===== src/hdl/utc_ets_pkg.sv =====
// ----------------------------------------------------------------------------
// UTC epoch timestamp converter package
// Shared transfer types, calendar constants and the month length table.
// ----------------------------------------------------------------------------
package utc_ets_pkg;

	// Field widths
	localparam int unsigned YEAR_W   = 12;
	localparam int unsigned FACTOR_W = 30;
	localparam int unsigned PADDR_W  = 3;

	// Item kinds
	localparam logic REQ_UTC   = 1'b0;
	localparam logic REQ_STAMP = 1'b1;

	// Register index taken from the word address bit
	localparam logic REG_IDX_USE_DEVICE_TIME = 1'b0;

	// Calendar constants
	localparam int unsigned FIRST_YEAR   = 1970;
	localparam int unsigned DAYS_LEAP    = 366;
	localparam logic [YEAR_W-1:0] FIRST_YEAR_Y = 12'd1970;
	localparam logic [3:0] MONTH_JAN = 4'd1;
	localparam logic [3:0] MONTH_FEB = 4'd2;
	localparam logic [3:0] MONTH_DEC = 4'd12;
	localparam logic [8:0] DAYS_PER_YEAR = 9'd365;
	localparam logic [8:0] DAYS_PER_LEAP = 9'd366;

	// Residues of 1970 for the leap year counters
	localparam logic [1:0] FIRST_MOD4   = 2'd2;
	localparam logic [6:0] FIRST_MOD100 = 7'd70;
	localparam logic [8:0] FIRST_MOD400 = 9'd370;
	localparam logic [6:0] LAST_MOD100  = 7'd99;
	localparam logic [8:0] LAST_MOD400  = 9'd399;

	// Scale factors of the time chain
	localparam logic [FACTOR_W-1:0] HOURS_PER_DAY = 30'd24;
	localparam logic [FACTOR_W-1:0] MIN_PER_HOUR  = 30'd60;
	localparam logic [FACTOR_W-1:0] SEC_PER_MIN   = 30'd60;
	localparam logic [FACTOR_W-1:0] NS_PER_SEC    = 30'd1000000000;
	localparam logic [FACTOR_W-1:0] NS_PER_US     = 30'd1000;

	// Input item
	typedef struct packed {
		logic              req_type;
		logic [YEAR_W-1:0] year;
		logic [3:0]        month;
		logic [4:0]        day;
		logic [4:0]        hour;
		logic [5:0]        minute;
		logic [5:0]        second;
		logic [29:0]       nanosecond;
		logic              clock_valid;
		logic [31:0]       dev_time_us;
	} req_t;

	// Result item
	typedef struct packed {
		logic [63:0] epoch_ns;
		logic        stamp_valid;
		logic        utc_error;
	} rsp_t;

	// Multiply-add request: result = operand * factor + addend, modulo 2^64
	typedef struct packed {
		logic                start;
		logic [63:0]         operand;
		logic [FACTOR_W-1:0] factor;
		logic [63:0]         addend;
	} mac_req_t;

	typedef struct packed {
		logic        done;
		logic [63:0] result;
	} mac_rsp_t;

	// Days in a month of a common year
	function automatic logic [4:0] month_days(input logic [3:0] m);
		logic [4:0] d;
		case (m)
			4'd2:    d = 5'd28;
			4'd4:    d = 5'd30;
			4'd6:    d = 5'd30;
			4'd9:    d = 5'd30;
			4'd11:   d = 5'd30;
			default: d = 5'd31;
		endcase
		return d;
	endfunction

endpackage


===== src/hdl/utc_epoch_timestamp_converter.sv =====
// ----------------------------------------------------------------------------
// UTC epoch timestamp converter
// Turns UTC reference dates into Unix epoch nanoseconds and stamps device
// timestamps against the stored reference.
// ----------------------------------------------------------------------------
// One item is in work at a time and every item gives exactly one result.
// In a UTC reference update, with year and month clamped to their ranges,
// the year walk adds one year per cycle, the month walk one month per
// cycle, and the four steps of the hour/minute/second/nanosecond chain each
// run on the shared multiply-add unit. A device timestamp item takes one
// multiply-add step, a rejected or system clock item none.
// The next item is taken while the previous result waits in the output
// register; a finished item then holds until the output register frees.
module utc_epoch_timestamp_converter #(
	parameter int unsigned LAST_YEAR = 2099
) (
	input  logic                            clk,
	input  logic                            arst_n,
	input  logic                            req_valid,
	output logic                            req_stall,
	input  utc_ets_pkg::req_t               req,
	output logic                            rsp_valid,
	input  logic                            rsp_stall,
	output utc_ets_pkg::rsp_t               rsp,
	input  logic                            psel,
	input  logic                            penable,
	input  logic                            pwrite,
	input  logic [utc_ets_pkg::PADDR_W-1:0] paddr,
	input  logic [31:0]                     pwdata,
	output logic [31:0]                     prdata,
	output logic                            pready
);

	localparam int unsigned DAYS_W = $clog2((LAST_YEAR - utc_ets_pkg::FIRST_YEAR + 1)
		* utc_ets_pkg::DAYS_LEAP + 1);
	localparam logic [utc_ets_pkg::YEAR_W-1:0] LAST_YEAR_Y = utc_ets_pkg::YEAR_W'(LAST_YEAR);

	localparam logic [2:0] ST_IDLE    = 3'd0;
	localparam logic [2:0] ST_YEAR    = 3'd1;
	localparam logic [2:0] ST_MONTH   = 3'd2;
	localparam logic [2:0] ST_DAYADD  = 3'd3;
	localparam logic [2:0] ST_MACGO   = 3'd4;
	localparam logic [2:0] ST_MACWAIT = 3'd5;
	localparam logic [2:0] ST_DONE    = 3'd6;

	localparam logic [1:0] STEP_HOUR = 2'd0;
	localparam logic [1:0] STEP_MIN  = 2'd1;
	localparam logic [1:0] STEP_SEC  = 2'd2;
	localparam logic [1:0] STEP_NSEC = 2'd3;

	logic [2:0]                        state_q;
	logic [1:0]                        step_q;
	logic                              stamp_q;
	logic                              ref_valid_q;
	logic [63:0]                       ref_epoch_q;
	logic [31:0]                       ref_dev_q;
	logic                              rsp_valid_q;
	utc_ets_pkg::rsp_t                 rsp_q;
	utc_ets_pkg::rsp_t                 res_q;
	utc_ets_pkg::req_t                 item_q;
	logic [utc_ets_pkg::YEAR_W-1:0]    year_q;
	logic [3:0]                        month_q;
	logic [utc_ets_pkg::YEAR_W-1:0]    y_q;
	logic [3:0]                        m_q;
	logic [1:0]                        c4_q;
	logic [6:0]                        c100_q;
	logic [8:0]                        c400_q;
	logic [DAYS_W-1:0]                 days_q;
	logic [63:0]                       acc_q;

	logic                              use_device_time;
	logic                              accept;
	logic                              out_free;
	logic                              leap;
	logic                              last_step;
	logic [utc_ets_pkg::YEAR_W-1:0]    year_c;
	logic [3:0]                        month_c;
	logic [8:0]                        year_len;
	logic [5:0]                        month_len;
	utc_ets_pkg::mac_req_t             mac_req;
	utc_ets_pkg::mac_rsp_t             mac_rsp;

	// Register port
	utc_ets_cfg u_cfg (
		.clk             (clk),
		.arst_n          (arst_n),
		.psel            (psel),
		.penable         (penable),
		.pwrite          (pwrite),
		.paddr           (paddr),
		.pwdata          (pwdata),
		.prdata          (prdata),
		.pready          (pready),
		.use_device_time (use_device_time)
	);

	// Shared multiply-add unit
	utc_ets_mac u_mac (
		.clk     (clk),
		.arst_n  (arst_n),
		.mac_req (mac_req),
		.mac_rsp (mac_rsp)
	);

	// Handshakes
	assign req_stall = (state_q != ST_IDLE);
	assign accept    = req_valid && !req_stall;
	assign out_free  = !rsp_valid_q || !rsp_stall;
	assign rsp_valid = rsp_valid_q;
	assign rsp       = rsp_q;

	// Clamp year and month of the incoming reference
	always_comb begin
		if (req.year < utc_ets_pkg::FIRST_YEAR_Y) begin
			year_c = utc_ets_pkg::FIRST_YEAR_Y;
		end else if (req.year > LAST_YEAR_Y) begin
			year_c = LAST_YEAR_Y;
		end else begin
			year_c = req.year;
		end
		if (req.month < utc_ets_pkg::MONTH_JAN) begin
			month_c = utc_ets_pkg::MONTH_JAN;
		end else if (req.month > utc_ets_pkg::MONTH_DEC) begin
			month_c = utc_ets_pkg::MONTH_DEC;
		end else begin
			month_c = req.month;
		end
	end

	// Leap test of the year under the walk counters
	assign leap     = ((c4_q == 2'd0) && (c100_q != 7'd0)) || (c400_q == 9'd0);
	assign year_len = leap ? utc_ets_pkg::DAYS_PER_LEAP : utc_ets_pkg::DAYS_PER_YEAR;
	assign month_len = {1'b0, utc_ets_pkg::month_days(m_q)}
		+ {5'd0, (m_q == utc_ets_pkg::MONTH_FEB) && leap};
	assign last_step = stamp_q ? (step_q == STEP_HOUR) : (step_q == STEP_NSEC);

	// Select factor and addend of the current chain step
	always_comb begin
		mac_req.start   = (state_q == ST_MACGO);
		mac_req.operand = acc_q;
		if (stamp_q) begin
			mac_req.factor = utc_ets_pkg::NS_PER_US;
			mac_req.addend = ref_epoch_q;
		end else begin
			case (step_q)
				STEP_HOUR: begin
					mac_req.factor = utc_ets_pkg::HOURS_PER_DAY;
					mac_req.addend = {59'd0, item_q.hour};
				end
				STEP_MIN: begin
					mac_req.factor = utc_ets_pkg::MIN_PER_HOUR;
					mac_req.addend = {58'd0, item_q.minute};
				end
				STEP_SEC: begin
					mac_req.factor = utc_ets_pkg::SEC_PER_MIN;
					mac_req.addend = {58'd0, item_q.second};
				end
				default: begin
					mac_req.factor = utc_ets_pkg::NS_PER_SEC;
					mac_req.addend = {34'd0, item_q.nanosecond};
				end
			endcase
		end
	end

	// Sequencer, reference state and output valid
	always_ff @(posedge clk or negedge arst_n) begin
		if (!arst_n) begin
			state_q     <= ST_IDLE;
			step_q      <= STEP_HOUR;
			stamp_q     <= 1'b0;
			ref_valid_q <= 1'b0;
			ref_epoch_q <= 64'd0;
			ref_dev_q   <= 32'd0;
			rsp_valid_q <= 1'b0;
		end else begin
			if (state_q == ST_DONE && out_free) begin
				rsp_valid_q <= 1'b1;
			end else if (!rsp_stall) begin
				rsp_valid_q <= 1'b0;
			end
			case (state_q)
				ST_IDLE: begin
					if (accept) begin
						step_q <= STEP_HOUR;
						if (req.req_type == utc_ets_pkg::REQ_STAMP) begin
							stamp_q <= 1'b1;
							if (ref_valid_q && use_device_time) begin
								state_q <= ST_MACGO;
							end else begin
								state_q <= ST_DONE;
							end
						end else begin
							stamp_q <= 1'b0;
							if (req.clock_valid) begin
								state_q <= ST_YEAR;
							end else begin
								state_q <= ST_DONE;
							end
						end
					end
				end
				ST_YEAR: begin
					if (y_q == year_q) begin
						state_q <= ST_MONTH;
					end
				end
				ST_MONTH: begin
					if (m_q == month_q) begin
						state_q <= ST_DAYADD;
					end
				end
				ST_DAYADD: state_q <= ST_MACGO;
				ST_MACGO:  state_q <= ST_MACWAIT;
				ST_MACWAIT: begin
					if (mac_rsp.done) begin
						if (last_step) begin
							state_q <= ST_DONE;
							if (!stamp_q) begin
								ref_valid_q <= 1'b1;
								ref_epoch_q <= mac_rsp.result;
								ref_dev_q   <= item_q.dev_time_us;
							end
						end else begin
							step_q  <= step_q + 2'd1;
							state_q <= ST_MACGO;
						end
					end
				end
				ST_DONE: begin
					if (out_free) begin
						state_q <= ST_IDLE;
					end
				end
				default: state_q <= ST_IDLE;
			endcase
		end
	end

	// Walk counters, accumulator and result registers
	always_ff @(posedge clk) begin
		case (state_q)
			ST_IDLE: begin
				if (accept) begin
					item_q  <= req;
					year_q  <= year_c;
					month_q <= month_c;
					y_q     <= utc_ets_pkg::FIRST_YEAR_Y;
					m_q     <= utc_ets_pkg::MONTH_JAN;
					c4_q    <= utc_ets_pkg::FIRST_MOD4;
					c100_q  <= utc_ets_pkg::FIRST_MOD100;
					c400_q  <= utc_ets_pkg::FIRST_MOD400;
					days_q  <= '0;
					acc_q   <= {32'd0, req.dev_time_us - ref_dev_q};
					res_q.epoch_ns    <= 64'd0;
					res_q.stamp_valid <= 1'b0;
					res_q.utc_error   <= (req.req_type == utc_ets_pkg::REQ_UTC)
						&& !req.clock_valid;
				end
			end
			ST_YEAR: begin
				if (y_q != year_q) begin
					days_q <= days_q + DAYS_W'(year_len);
					y_q    <= y_q + 12'd1;
					c4_q   <= c4_q + 2'd1;
					c100_q <= (c100_q == utc_ets_pkg::LAST_MOD100) ? 7'd0 : c100_q + 7'd1;
					c400_q <= (c400_q == utc_ets_pkg::LAST_MOD400) ? 9'd0 : c400_q + 9'd1;
				end
			end
			ST_MONTH: begin
				if (m_q != month_q) begin
					days_q <= days_q + DAYS_W'(month_len);
					m_q    <= m_q + 4'd1;
				end
			end
			ST_DAYADD: begin
				acc_q <= 64'(days_q) + {59'd0, item_q.day} - 64'd1;
			end
			ST_MACWAIT: begin
				if (mac_rsp.done) begin
					acc_q <= mac_rsp.result;
					if (last_step) begin
						res_q.epoch_ns    <= mac_rsp.result;
						res_q.stamp_valid <= 1'b1;
						res_q.utc_error   <= 1'b0;
					end
				end
			end
			ST_DONE: begin
				if (out_free) begin
					rsp_q <= res_q;
				end
			end
			default: begin
			end
		endcase
	end

	// The multiply-add unit only finishes while the sequencer waits for it
	a_mac_done_in_wait: assert property (@(posedge clk) disable iff (!arst_n)
		mac_rsp.done |-> (state_q == ST_MACWAIT))
		else $error("multiply-add finished outside its wait state");

	// A stored reference is never dropped
	a_ref_hold: assert property (@(posedge clk) disable iff (!arst_n)
		!$fell(ref_valid_q))
		else $error("reference valid dropped");

	// A rejected reference carries no time
	a_err_result: assert property (@(posedge clk) disable iff (!arst_n)
		(rsp_valid && rsp.utc_error) |-> (!rsp.stamp_valid && (rsp.epoch_ns == 64'd0)))
		else $error("error result carries a time");

	// The walks never pass their targets
	a_year_bound: assert property (@(posedge clk) disable iff (!arst_n)
		(state_q == ST_YEAR) |-> (y_q <= year_q))
		else $error("year walk passed the target year");

	a_month_bound: assert property (@(posedge clk) disable iff (!arst_n)
		(state_q == ST_MONTH) |-> (m_q <= month_q))
		else $error("month walk passed the target month");

endmodule


===== src/hdl/utc_ets_cfg.sv =====
// ----------------------------------------------------------------------------
// UTC epoch timestamp converter register port
// APB register file holding the device time select bit.
// ----------------------------------------------------------------------------
module utc_ets_cfg (
	input  logic                             clk,
	input  logic                             arst_n,
	input  logic                             psel,
	input  logic                             penable,
	input  logic                             pwrite,
	input  logic [utc_ets_pkg::PADDR_W-1:0]  paddr,
	input  logic [31:0]                      pwdata,
	output logic [31:0]                      prdata,
	output logic                             pready,
	output logic                             use_device_time
);

	logic use_device_time_q;
	logic wr_en;

	// Decode a completed write to the select register
	assign pready = 1'b1;
	assign wr_en  = psel && penable && pwrite
		&& (paddr[2] == utc_ets_pkg::REG_IDX_USE_DEVICE_TIME);

	always_ff @(posedge clk or negedge arst_n) begin
		if (!arst_n) begin
			use_device_time_q <= 1'b0;
		end else if (wr_en) begin
			use_device_time_q <= pwdata[0];
		end
	end

	// Return the register, zero elsewhere
	always_comb begin
		if (paddr[2] == utc_ets_pkg::REG_IDX_USE_DEVICE_TIME) begin
			prdata = {31'd0, use_device_time_q};
		end else begin
			prdata = 32'd0;
		end
	end

	assign use_device_time = use_device_time_q;

endmodule


===== src/hdl/utc_ets_mac.sv =====
// ----------------------------------------------------------------------------
// UTC epoch timestamp converter multiply-add unit
// Computes operand * factor + addend modulo 2^64 on one shared 32x30
// multiplier: low half, high half, then the sum.
// ----------------------------------------------------------------------------
module utc_ets_mac (
	input  logic                  clk,
	input  logic                  arst_n,
	input  utc_ets_pkg::mac_req_t mac_req,
	output utc_ets_pkg::mac_rsp_t mac_rsp
);

	localparam logic [1:0] PH_IDLE = 2'd0;
	localparam logic [1:0] PH_LO   = 2'd1;
	localparam logic [1:0] PH_HI   = 2'd2;
	localparam logic [1:0] PH_SUM  = 2'd3;

	logic [1:0]                           phase_q;
	logic                                 done_q;
	logic [63:0]                          a_q;
	logic [utc_ets_pkg::FACTOR_W-1:0]     k_q;
	logic [63:0]                          add_q;
	logic [61:0]                          p_lo_q;
	logic [31:0]                          p_hi_q;
	logic [63:0]                          result_q;
	logic [31:0]                          mul_op;
	logic [61:0]                          prod;

	// Shared multiplier, operand half chosen by phase
	assign mul_op = (phase_q == PH_HI) ? a_q[63:32] : a_q[31:0];
	assign prod   = {30'd0, mul_op} * {32'd0, k_q};

	// Advance the phase and raise done for one cycle
	always_ff @(posedge clk or negedge arst_n) begin
		if (!arst_n) begin
			phase_q <= PH_IDLE;
			done_q  <= 1'b0;
		end else begin
			done_q <= 1'b0;
			case (phase_q)
				PH_IDLE: begin
					if (mac_req.start) begin
						phase_q <= PH_LO;
					end
				end
				PH_LO:   phase_q <= PH_HI;
				PH_HI:   phase_q <= PH_SUM;
				PH_SUM: begin
					phase_q <= PH_IDLE;
					done_q  <= 1'b1;
				end
				default: phase_q <= PH_IDLE;
			endcase
		end
	end

	// Hold operands and partial products
	always_ff @(posedge clk) begin
		if (phase_q == PH_IDLE && mac_req.start) begin
			a_q   <= mac_req.operand;
			k_q   <= mac_req.factor;
			add_q <= mac_req.addend;
		end
		if (phase_q == PH_LO) begin
			p_lo_q <= prod;
		end
		if (phase_q == PH_HI) begin
			p_hi_q <= prod[31:0];
		end
		if (phase_q == PH_SUM) begin
			result_q <= {2'd0, p_lo_q} + {p_hi_q, 32'd0} + add_q;
		end
	end

	assign mac_rsp.done   = done_q;
	assign mac_rsp.result = result_q;

endmodule

===== config.mk =====
export PLATFORM = sky130hd
export DESIGN_NAME = utc_epoch_timestamp_converter
export DESIGN_NICKNAME = d
export VERILOG_FILES = /design/src/hdl/utc_ets_pkg.sv /design/src/hdl/utc_epoch_timestamp_converter.sv /design/src/hdl/utc_ets_cfg.sv /design/src/hdl/utc_ets_mac.sv
export SDC_FILE = /design/constraint.sdc
export NUM_CORES = 2
export LEC_CHECK = 0
export CELL_PAD_IN_SITES_DETAIL_PLACEMENT = 1
export CELL_PAD_IN_SITES_GLOBAL_PLACEMENT = 1
export CORE_AREA = 5 5 332 334
export DETAILED_ROUTE_END_ITERATION = 6
export DIE_AREA = 0 0 337 339
export DONT_BUFFER_PORTS = 1
export MAX_ROUTING_LAYER = met4
export PLACE_DENSITY = 0.89
export SYNTH_ARGS = -nofsm -noshare
export SYNTH_HDL_FRONTEND = slang
export SYNTH_SLANG_ARGS = --single-unit

===== constraint.sdc =====
create_clock -name clk -period 12.6 [get_ports clk]
set_input_delay 2.52 -clock clk [delete_from_list [all_inputs] [get_ports clk]]
set_output_delay 2.52 -clock clk [all_outputs]
set_load 0.05 [all_outputs]

==> out/metrics.cfg <==
[outcome]
status=finished clean

[detailed_routing]
vias=38700
wire_per_inst_microns=27.7
first_pass_iters=5
drtIter0Drc=3484
wirelength_microns=177000
ant_nets=0
avgViaCountPerCell=6.05
drc=0

[synthesis]
async_flop_share=0.145
ys_types=79
synth_area_leaders=edfxtp_1 34%, fa_1 19%, ha_1 13%
synth_top_cell_by_area=edfxtp_1
syn_area_per_cell_sq_um=11.4
synth_top_area_share=0.339
syn_area_sq_mm=0.0562
synth_edf_count=635
yosysMostFrequentCell=inv_1
ys_seq_area_frac=0.387
ys_ff_latch=743
netlist_instances=4922
ys.flop_type=edfxtp_1
ys_top_cells_by_count=864 x inv_1, 635 x edfxtp_1, 564 x ha_1, 545 x fa_1, 368 x nand2_1
synth-warning-count=0

[min_path]
hold_class=flop to flop

[clocking]
ctsHoldBuffers=0
post_cts_resized=0
clockBufferDepth=3
cts_setup_buffers=0
cts.sinks=743
clk_pin_slew_ns=0.06
clock_latency_ns=0.67
h-tree-depth=3
cts_buffers=80
root_buffer=clkbuf_16
cts_tree=built

[global_route]
grt_max_degree=109
grt_pass1_vias=43600
antenna_found_initial=15
grt_usage=0.319
gr-total-overflow=0
grt_pass1_wl_microns=269000

[placement]
numPortBuffers=0
place_inst=6236
gp_congestion=0.952
dp_hpwl_microns=135000

[sta]
slew_viol_final=0
rsz0062_at_grt=false
worstMarginPinSlew_ns=1.31
hold_viol_final=0
period_share=0.832
relSlewSlack=0.126
holdWs_ns=0.418
layout_min_cycle_time_ns=10.48
clock_skew_ns=0.0415
finalSetupViolCount=0
tns_ns=0
max_freq_mhz=95.4

[worst_setup_path]
cpPeakStageDelay_ns=0.64
worstPathArrival_ns=10.88
critPathLaunchType=flop
critPathKind=flop to flop
critPathMostFrequentCell=fa_1
crit_path_end_kind=flop
required_ns=12.99
crit_slowest_cell=ha_4
critPathMaxFanout=42

[cells_and_area]
fin_cells=6393
syn2layout_area_growth_pct=7.77
nets=6168
drive_gt1_frac=0.0596

[floorplan]
fp-row-count=120
fp.coreArea_sq_mm=0.107
start_util=0.528
die_w_microns=337
ioPinCount=245
die_area_sq_mm=0.114
die_h_microns=339

[job]
max_cap_viol_count=0

[metal layers]
metal	vias to the layer above	global-route usage	part of all wire	wire length, microns
met1	19900	0.383	0.37	66200
met3	566	0.0684	0.083	14800
met5	-	-	0	0
li1	16300	-	-	-
met4	0	0.148	0.056	9960
met2	1952	0.518	0.49	86100
[through the flow]
step | utilization | area (sq um) | setup WS, ns
2_1_floorplan | - | 56300 | 3.10
3_3_place_gp | 0.542 | 57800 | 2.69
3_5_place_dp | 0.542 | 57800 | 2.42
4_1_cts | 0.568 | 60600 | 2.21
5_1_grt | 0.568 | 60600 | 1.81
6_report | 0.568 | 60600 | 2.12
[flip-flops by register name (all words and copies together) (netlist names), 9 cells and up]
signal / cells
item_q: 84
res_q: 66
rsp: 66
acc_q: 64
ref_epoch_q: 64
u_mac.a_q: 64
u_mac.add_q: 64
u_mac.result_q: 64
u_mac.p_lo_q: 60
ref_dev_q: 32
u_mac.p_hi_q: 30
days_q: 16
y_q: 12
year_q: 12
c400_q: 9
[kinds of logic (layout without fill, tap and decap cells)]
group           after synthesis  after routing  share of synthesized area
compound gates              700            700                     0.0801
xor+xnor                    214            214                     0.0333
fa+ha+maj                  1109           1109                      0.320
buf+inv                    1029           1059                     0.0709
flops                       743            743                      0.387
mux                         111            111                     0.0216
other cells                   2             40                   0.000134
simple gates               1014           1014                     0.0872
[placed cells by master (no fill, tap or decap), drive strengths merged, types with 26 or more instances in the layout]
cell type and instances:
and3 35, o21ai 178, inv 868, clkbuf 108, xnor2 139, buf 46, ha 564, fa 545
nand4 35, edfxtp 635, conb 32, nand2 368, xor2 75, o21bai 35, nor3 27, a22o 28
nand2b 51, nand3 44, nor2b 99, mux2i 26, a21oi 211, and2 120, a21o 75, nor2 189
dfrtp 108, mux2 85
[layout make-up]
class                      instances  area, sq um
timing repair buffer              46          345
clock inverter                    41          571
multi-input combinational       3180        30700
tap                             1403         1760
antenna                            8         20.0
sequential                       743        21800
clock buffer                     108         2210
fill                           11000        46000
inverter                         864         3240
[path summary, 6_finish.rpt]
| path | endpoint | from | slack (ns) | depth (start not counted) |
|---|---|---|---|---|
| worst max-delay path | u_mac.p_lo_q[61] | u_mac.phase_q[0] | 2.12 | 28 |
| min in group asynchronous | ref_epoch_q[53] | arst_n | 1.56 | 0 |
| worst min-delay path | rsp[39] | res_q[39] | 0.42 | 0 |
| worst min register to register | rsp[39] | res_q[39] | 0.42 | 0 |
| max in group asynchronous | ref_dev_q[4] | arst_n | 10.74 | 0 |
| worst max register to register | u_mac.p_lo_q[61] | u_mac.phase_q[0] | 2.12 | 28 |
[worst max-delay path, delay by kind of cell (launching register included)]
family / cells / cell delay (ns)
XOR/XNOR: 1 / 0.11
flip-flops: 1 / 0.44
buffers and inverters: 5 / 1.35
multiplexers: 1 / 0.26
adder cells (fa/ha/maj): 10 / 4.65
AO/OA/AOI/OAI: 7 / 2.08
AND/OR/NAND/NOR: 4 / 1.25
Power is not shown: default switching activity piles up to over one toggle a cycle in this logic, so the estimate is an artifact.
